## config.mk

```make
export PLATFORM = sky130hd
export DESIGN_NAME = ultrasonic_echo_ranger_flat
export DESIGN_NICKNAME = d
export VERILOG_FILES = /design/src/hw/rtl/uer_pkg.sv /design/src/hw/rtl/uer_if.sv /design/src/hw/rtl/uer_capture.sv /design/src/hw/rtl/uer_range.sv /design/src/hw/rtl/ultrasonic_echo_ranger.sv /design/src/flat_wrapper.sv
export SDC_FILE = /design/constraint.sdc
export NUM_CORES = 1
export LEC_CHECK = 0
export ABC_AREA = 1
export ABC_CLOCK_PERIOD_IN_PS = 3250
export BUFFER_PORTS_ARGS = -buffer_cell sky130_fd_sc_hd__buf_2
export CAP_MARGIN = 20
export CORE_MARGIN = 2
export CORE_UTILIZATION = 35
export DETAILED_ROUTE_END_ITERATION = 8
export PLACE_DENSITY = 0.5
export SYNTH_ARGS = -nofsm -noshare
export SYNTH_HDL_FRONTEND = slang
export SYNTH_SLANG_ARGS = --single-unit
```

## constraint.sdc

```tcl
create_clock -name clk -period 3.25 [get_ports clk]
set_clock_uncertainty 0.15 [all_clocks]
set_input_delay 0.65 -clock clk [delete_from_list [all_inputs] [get_ports clk]]
set_output_delay 0.65 -clock clk [all_outputs]
set_load 0.1 [all_outputs]
```

## src/hw/rtl/uer_pkg.sv

```systemverilog
// Shared types and codes for the ultrasonic echo ranger.
`default_nettype none
package uer_pkg;

  // Item codes on the capture channel
  localparam logic MODE_ARM  = 1'b0;
  localparam logic MODE_EDGE = 1'b1;

  typedef logic [15:0] stamp_t;
  typedef logic [20:0] dist_t;
  typedef logic [10:0] period_t;

  // Stage handoff from the capture unit to the range unit
  typedef struct packed {
    logic   valid;
    stamp_t width;
  } meas_t;

endpackage
`default_nettype wire

```

## src/hw/rtl/uer_if.sv

```systemverilog
// Channel interfaces for edge captures and range results.
`default_nettype none
interface uer_cap_if;
  logic          valid;
  logic          ready;
  logic          mode;
  uer_pkg::stamp_t capture_time;

  modport source (output valid, mode, capture_time, input ready);
  modport sink   (input valid, mode, capture_time, output ready);
endinterface

interface uer_res_if;
  logic             valid;
  logic             ready;
  uer_pkg::dist_t   distance_milli_cm;
  uer_pkg::period_t blink_period;
  logic             in_range;

  modport source (output valid, distance_milli_cm, blink_period, in_range, input ready);
  modport sink   (input valid, distance_milli_cm, blink_period, in_range, output ready);
endinterface
`default_nettype wire

```

## src/hw/rtl/uer_capture.sv

```systemverilog
// Edge capture state and pulse width measurement.
`default_nettype none
module uer_capture (
  input  wire logic           clk,
  input  wire logic           rst,
  input  wire logic           cap_valid,
  output logic                cap_ready,
  input  wire logic           cap_mode,
  input  wire uer_pkg::stamp_t cap_time,
  input  wire logic           meas_ready,
  output uer_pkg::meas_t      meas
);
  import uer_pkg::*;

  stamp_t start_stamp;
  logic   awaiting_fall;
  logic   capture_on;
  stamp_t pulse_width;
  logic   meas_valid;

  logic   accept;
  logic   is_edge;
  logic   fall;
  stamp_t width_next;

  // Take a new item whenever the handoff slot is free or draining
  assign cap_ready = !meas_valid || meas_ready;
  assign accept    = cap_valid && cap_ready;
  assign is_edge   = (cap_mode == MODE_EDGE) && capture_on;
  assign fall      = accept && is_edge && awaiting_fall;

  // Width with counter wrap; equal stamps keep the previous width
  always_comb begin
    if (cap_time > start_stamp) begin
      width_next = cap_time - start_stamp;
    end else if (start_stamp > cap_time) begin
      width_next = cap_time - start_stamp - 16'd1;
    end else begin
      width_next = pulse_width;
    end
  end

  // Hold capture state; advance on each transfer
  always_ff @(posedge clk) begin
    if (rst) begin
      start_stamp   <= '0;
      awaiting_fall <= 1'b0;
      capture_on    <= 1'b1;
      pulse_width   <= '0;
      meas_valid    <= 1'b0;
    end else begin
      if (cap_ready) begin
        meas_valid <= fall;
      end
      if (accept) begin
        if (cap_mode == MODE_ARM) begin
          capture_on <= 1'b1;
        end else if (capture_on) begin
          if (!awaiting_fall) begin
            start_stamp   <= cap_time;
            awaiting_fall <= 1'b1;
          end else begin
            pulse_width   <= width_next;
            awaiting_fall <= 1'b0;
            capture_on    <= 1'b0;
          end
        end
      end
    end
  end

  // Width stays put while the slot is stalled, since no item is taken then
  assign meas.valid = meas_valid;
  assign meas.width = pulse_width;
endmodule
`default_nettype wire

```

## src/hw/rtl/uer_range.sv

```systemverilog
// Distance scaling, band lookup and result register.
`default_nettype none
module uer_range (
  input  wire logic             clk,
  input  wire logic             rst,
  input  wire uer_pkg::meas_t   meas,
  output logic                  meas_ready,
  output logic                  res_valid,
  input  wire logic             res_ready,
  output uer_pkg::dist_t        res_distance,
  output uer_pkg::period_t      res_period,
  output logic                  res_in_range
);
  import uer_pkg::*;

  localparam dist_t ALARM_LIMIT = 21'd25000;

  dist_t   dist_next;
  period_t period_next;
  logic    in_range_next;

  // Width times 17 as shift and add
  assign dist_next     = {1'b0, meas.width, 4'b0000} + {5'b00000, meas.width};
  assign in_range_next = (dist_next <= ALARM_LIMIT);

  // Pick blink reload by distance band
  always_comb begin
    if (dist_next > ALARM_LIMIT)      period_next = 11'd2000;
    else if (dist_next < 21'd2000)    period_next = 11'd99;
    else if (dist_next < 21'd4000)    period_next = 11'd110;
    else if (dist_next < 21'd6000)    period_next = 11'd124;
    else if (dist_next < 21'd8000)    period_next = 11'd141;
    else if (dist_next <= 21'd10000)  period_next = 11'd166;
    else if (dist_next <= 21'd12000)  period_next = 11'd199;
    else if (dist_next <= 21'd14000)  period_next = 11'd249;
    else if (dist_next <= 21'd16000)  period_next = 11'd332;
    else if (dist_next <= 21'd18000)  period_next = 11'd499;
    else                              period_next = 11'd999;
  end

  assign meas_ready = !res_valid || res_ready;

  // Hold the result until transfer; load when free
  always_ff @(posedge clk) begin
    if (rst) begin
      res_valid <= 1'b0;
    end else if (meas_ready) begin
      res_valid <= meas.valid;
    end
  end

  always_ff @(posedge clk) begin
    if (meas_ready && meas.valid) begin
      res_distance <= dist_next;
      res_period   <= period_next;
      res_in_range <= in_range_next;
    end
  end
endmodule
`default_nettype wire

```

## src/hw/rtl/ultrasonic_echo_ranger.sv

```systemverilog
// Ultrasonic echo ranger top level.
//
// Channels: capture (sink) takes arm items (mode 0) and echo edge
// captures (mode 1) stamped by a free-running 16-bit microsecond counter.
// result (source) gives distance in thousandths of a cm, the alarm blink
// reload period and the in-range alarm flag, one per falling-edge capture.
// Arm items, ignored captures and rising-edge captures give no result.
// Path: the capture register loads on the falling-edge transfer, and the
// result register loads from it once the result stage is free; the result
// stays valid from then until it transfers out.
// Throughput: one item per cycle unless stalled; the ready of capture
// follows the handoff slot between the two registers, not the block state.
// Reset: capture enabled, no rising edge held, width and stamp zero,
// both stages empty.
// Stall: while result is held, one more result waits in the handoff slot;
// only then does capture drop ready. Arm and rising-edge items still flow
// whenever that slot is free.
`default_nettype none
module ultrasonic_echo_ranger (
  input  wire logic clk,
  input  wire logic rst,
  uer_cap_if.sink   capture,
  uer_res_if.source result
);
  import uer_pkg::*;

  meas_t meas;
  logic  meas_ready;

  uer_capture u_capture (
    .clk        (clk),
    .rst        (rst),
    .cap_valid  (capture.valid),
    .cap_ready  (capture.ready),
    .cap_mode   (capture.mode),
    .cap_time   (capture.capture_time),
    .meas_ready (meas_ready),
    .meas       (meas)
  );

  uer_range u_range (
    .clk          (clk),
    .rst          (rst),
    .meas         (meas),
    .meas_ready   (meas_ready),
    .res_valid    (result.valid),
    .res_ready    (result.ready),
    .res_distance (result.distance_milli_cm),
    .res_period   (result.blink_period),
    .res_in_range (result.in_range)
  );
endmodule
`default_nettype wire

```

## src/flat_wrapper.sv

```systemverilog
// flat-port wrapper written by rule: the top's interface ports become plain ports
module ultrasonic_echo_ranger_flat import uer_pkg::*;
  (clk, rst, capture_valid, capture_mode, capture_capture_time, capture_ready, result_valid, result_distance_milli_cm, result_blink_period, result_in_range, result_ready);
  uer_cap_if capture_i ();
  uer_res_if result_i ();
  input  wire logic clk;
  input  wire logic rst;
  input wire logic [$bits(capture_i.valid)-1:0] capture_valid;
  input wire logic [$bits(capture_i.mode)-1:0] capture_mode;
  input wire logic [$bits(capture_i.capture_time)-1:0] capture_capture_time;
  output wire logic [$bits(capture_i.ready)-1:0] capture_ready;
  output wire logic [$bits(result_i.valid)-1:0] result_valid;
  output wire logic [$bits(result_i.distance_milli_cm)-1:0] result_distance_milli_cm;
  output wire logic [$bits(result_i.blink_period)-1:0] result_blink_period;
  output wire logic [$bits(result_i.in_range)-1:0] result_in_range;
  input wire logic [$bits(result_i.ready)-1:0] result_ready;
  assign capture_i.valid = capture_valid;
  assign capture_i.mode = capture_mode;
  assign capture_i.capture_time = capture_capture_time;
  assign capture_ready = capture_i.ready;
  assign result_valid = result_i.valid;
  assign result_distance_milli_cm = result_i.distance_milli_cm;
  assign result_blink_period = result_i.blink_period;
  assign result_in_range = result_i.in_range;
  assign result_i.ready = result_ready;
  ultrasonic_echo_ranger u_core (.clk(clk), .rst(rst), .capture(capture_i), .result(result_i));
endmodule
```

==> results_dict.tcl <==
set metrics [dict create \
    hold_path_depth 2 \
    nets 916 \
    synth.avg_cell_area_um2 6.78 \
    multi_input_area_mm2 0.00313 \
    port_buffers 55 \
    synth_top_family_by_area "simple AND/OR/NAND/NOR gates" \
    cp.depth 17 \
    drc_errors 0 \
    hold_path_class "reg2reg" \
    die_area_mm2 0.0161 \
    antenna_cells 0 \
    ys_warn_count 0 \
    yosys-top-cells-area "edfxtp_1, nand2_1, dfxtp_1" \
    final_antenna_net_count 0 \
    firstDrtPassIters 4 \
    yosysMostFrequentCell "nand2_1" \
    status "complete, no violations" \
    slew_violations 0 \
    cts_tree "done" \
    synth_compound_area_frac 0.122 \
    arrival_ns 2.92 \
    rr_startpoint "u_core.u_capture.pulse_width[4]" \
    netlist_area_mm2 0.00530 \
    grt_pass1_vias 4873 \
    setup.worst_path.end_class "flop" \
    max_cap_viol_count 0 \
    synth_cell_type_count 37 \
    numCtsBuffers 9 \
    cts_buffer_depth 2 \
    peakVddDrop_uv 219 \
    async_flop_share 0 \
    synthAdderAreaFrac 0.0760 \
    first_iter_violations 237 \
    mappedNetlistNets 834 \
    htree_levels 3 \
    switching_power_uw 824 \
    r2r.worst_path.cells 17 \
    fmax_mhz 334 \
    final_hold_viol_count 0 \
    powerDensity_mw_per_mm2 425 \
    insertion_delay_ns 0.35 \
    power_leakage_nw 3.04 \
    critPathSlowestCell "fa_1" \
    pwr-share-comb 0.249 \
    ys.flop_type "dfxtp_1" \
    slowest_delay_ns 0.43 \
    fin_crit_ns 2.99 \
    synth_common_cells "nand2_1, inv_1, nor2_1, nand3_1, a21oi_1" \
    critical_path.max_fanout 4 \
    viasPerCell 4.88 \
    rsz0062_at_grt "no" \
    r2r-end "u_core.u_range.res_period[3]" \
    critPathLaunchType "flop" \
    drive_gt1_frac 0.184 \
    syn_inst 782 \
    die_h_um 127 \
    worstPathRequired_ns 3.18 \
    wirelength_um 13400 \
    dp_hpwl_um 11000 \
    num_vias 5141 \
    ioPinCount 56 \
    synth_xor_area_frac 0.0278 \
    p_int_mw 1.86 \
    track_usage 0.173 \
    fill_cells 1582 \
    fin_tns_setup_ns 0 \
    holdCritStartpoint "u_core.u_capture.start_stamp[5]" \
    holdPathEnd "u_core.u_capture.start_stamp[5]" \
    ff_latch_area_mm2 0.00171 \
    synthSimpleGateAreaFrac 0.357 \
    postCtsHoldBufs 0 \
    yosys.area.top_type "edfxtp_1" \
    synth_edf_count 33 \
    path_cells "ha_1 -> inv_1 -> fa_1 -> inv_1 -> nand3_1 -> nand2_2 -> nand3_1 -> nand3_1 -> nand2_1 -> nand2_2 -> nand2_1 -> nor2_1 -> nand2_2 -> nor2_4 -> o311ai_2 -> nand2_1 -> a21oi_1" \
    synthMuxAreaShare 0 \
    gp_congestion 0.803 \
    yosysSeqAreaShare 0.323 \
    cts_root_buf "clkbuf_16" \
    wl_per_cell_um 12.7 \
    tightest_slew_ns 0.728 \
    timing.hold.ws_ns 0.304 \
    worstSetupPathType "reg2reg" \
    core.rowCount 44 \
    start_util 0.362 \
    grt_pass1_wl_um 22200 \
    grt_max_degree 34 \
    critPathBufInv 2 \
    switching_share 0.307 \
    maxSlewHeadroom 0.514 \
    ys_ff_latch 69 \
    clkTransAtPathRegs_ns 0.06 \
    core_area_mm2 0.0146 \
    post-route-period-util 0.921 \
    cts_sinks 69 \
    antenna_found_initial 0 \
    p_clk_frac 0.394 \
    setup_viol 0 \
    seq_power_share 0.357 \
    grt_overflow_total 0 \
    r2r_slack_ns 0.26 \
    yosys.area.top_type_share 0.187 \
    die_w_um 127 \
    area_growth_pct 19.3 \
    cp_top_family "simple AND/OR/NAND/NOR gates" \
]
-- cells in the final DEF (no fill, tap or decap), drive strengths merged, types with 2 or more instances in the layout --
master and count:
a21oi 57, a31oi 3, and2 5, buf 79, clkbuf 13, clkinv 2, dfxtp 36, edfxtp 33
fa 2, ha 29, inv 125, nand2 235, nand3 63, nand3b 3, nand4 18, nor2 78
nor3 9, nor4 2, o211ai 5, o21ai 45, o21bai 2, o311ai 2, or2 3, xnor2 3
xor2 13
-- timing repair --
item / 4_1_cts / 5_1_grt
setup buffers: 0 / 1
endpoints found under the setup margin: 0 / 6
gates resized for setup: 0 / 9
-- cells by family after synthesis --
family | after synthesis
flip-flops | 69
AND/OR/NAND/NOR | 417
buffers and inverters | 133
adder cells (fa/ha/maj) | 31
XOR/XNOR | 16
AO/OA/AOI/OAI | 116
-- tightest hold or removal path: stages (launching register included) --
cell	delay, ns
dfxtp_1	0.29
inv_1	0.06
a21oi_1	0.05
-- worst max path at each step --
| stage | start | to | slack, ns |
|---|---|---|---|
| after CTS | u_core.u_capture.pulse_width[4] | u_core.u_range.res_period[3] | 0.15 |
| after global routing | u_core.u_capture.pulse_width[4] | u_core.u_range.res_period[3] | 0.0001 |
| after global placement | capture_capture_time[0] | u_core.u_capture.pulse_width[15] | 0.1 |
| final | u_core.u_capture.pulse_width[4] | u_core.u_range.res_period[3] | 0.26 |
| after detailed placement | capture_capture_time[0] | u_core.u_capture.pulse_width[15] | 0.03 |
| after floorplan | u_core.u_range.res_valid | u_core.u_range.res_distance[0] | 0.19 |
-- layout make-up --
type | count | area share
sequential | 69 | 0.271
inverter | 125 | 0.0742
multi-input combinational | 580 | 0.496
timing repair buffer | 79 | 0.0720
tap | 184 | 0.0364
clock inverter | 3 | 0.00633
clock buffer | 13 | 0.0447
-- layer usage --
metal | global-route usage | wire length [um] | up-vias
met5 | 0 | 0 | -
met4 | 0.0879 | 387 | 0
met3 | 0.0260 | 333 | 24
met2 | 0.331 | 7120 | 82
met1 | 0.183 | 5540 | 2318
li1 | - | - | 2717
-- stage by stage --
step / total power, mW / instance area [um2] / utilization / std cells / worst slack [ns]
2_1_floorplan: 1.46 / 5310 / - / 782 / 0.188
3_3_place_gp: 1.64 / 5970 / 0.407 / 1036 / 0.0956
3_5_place_dp: 1.64 / 5970 / 0.407 / 1036 / 0.0320
4_1_cts: 2.72 / 6290 / 0.429 / 1052 / 0.151
5_1_grt: 2.85 / 6320 / 0.432 / 1053 / 0.000136
6_report: 2.69 / 6320 / 0.432 / 1053 / 0.256
-- flip-flops by register name, indices dropped and copies added, names as in the netlist --
| signal | flops |
|---|---|
| u_core.u_capture.awaiting_fall | 1 |
| u_core.u_capture.capture_on | 1 |
| u_core.u_capture.meas_valid | 1 |
| u_core.u_capture.pulse_width | 16 |
| u_core.u_capture.start_stamp | 16 |
| u_core.u_range.res_distance | 21 |
| u_core.u_range.res_in_range | 1 |
| u_core.u_range.res_period | 11 |
| u_core.u_range.res_valid | 1 |
-- power by group through the flow --
stage	combinational [mW]	sequential (mW)	clock, mW
CTS	0.667	0.958	1.09
global placement	0.658	0.977	0
finish	0.669	0.958	1.06
floorplan	0.456	1.01	0
detailed placement	0.663	0.977	0
global route	0.761	0.960	1.13
Note: power is estimated with default switching activity, not from simulation.
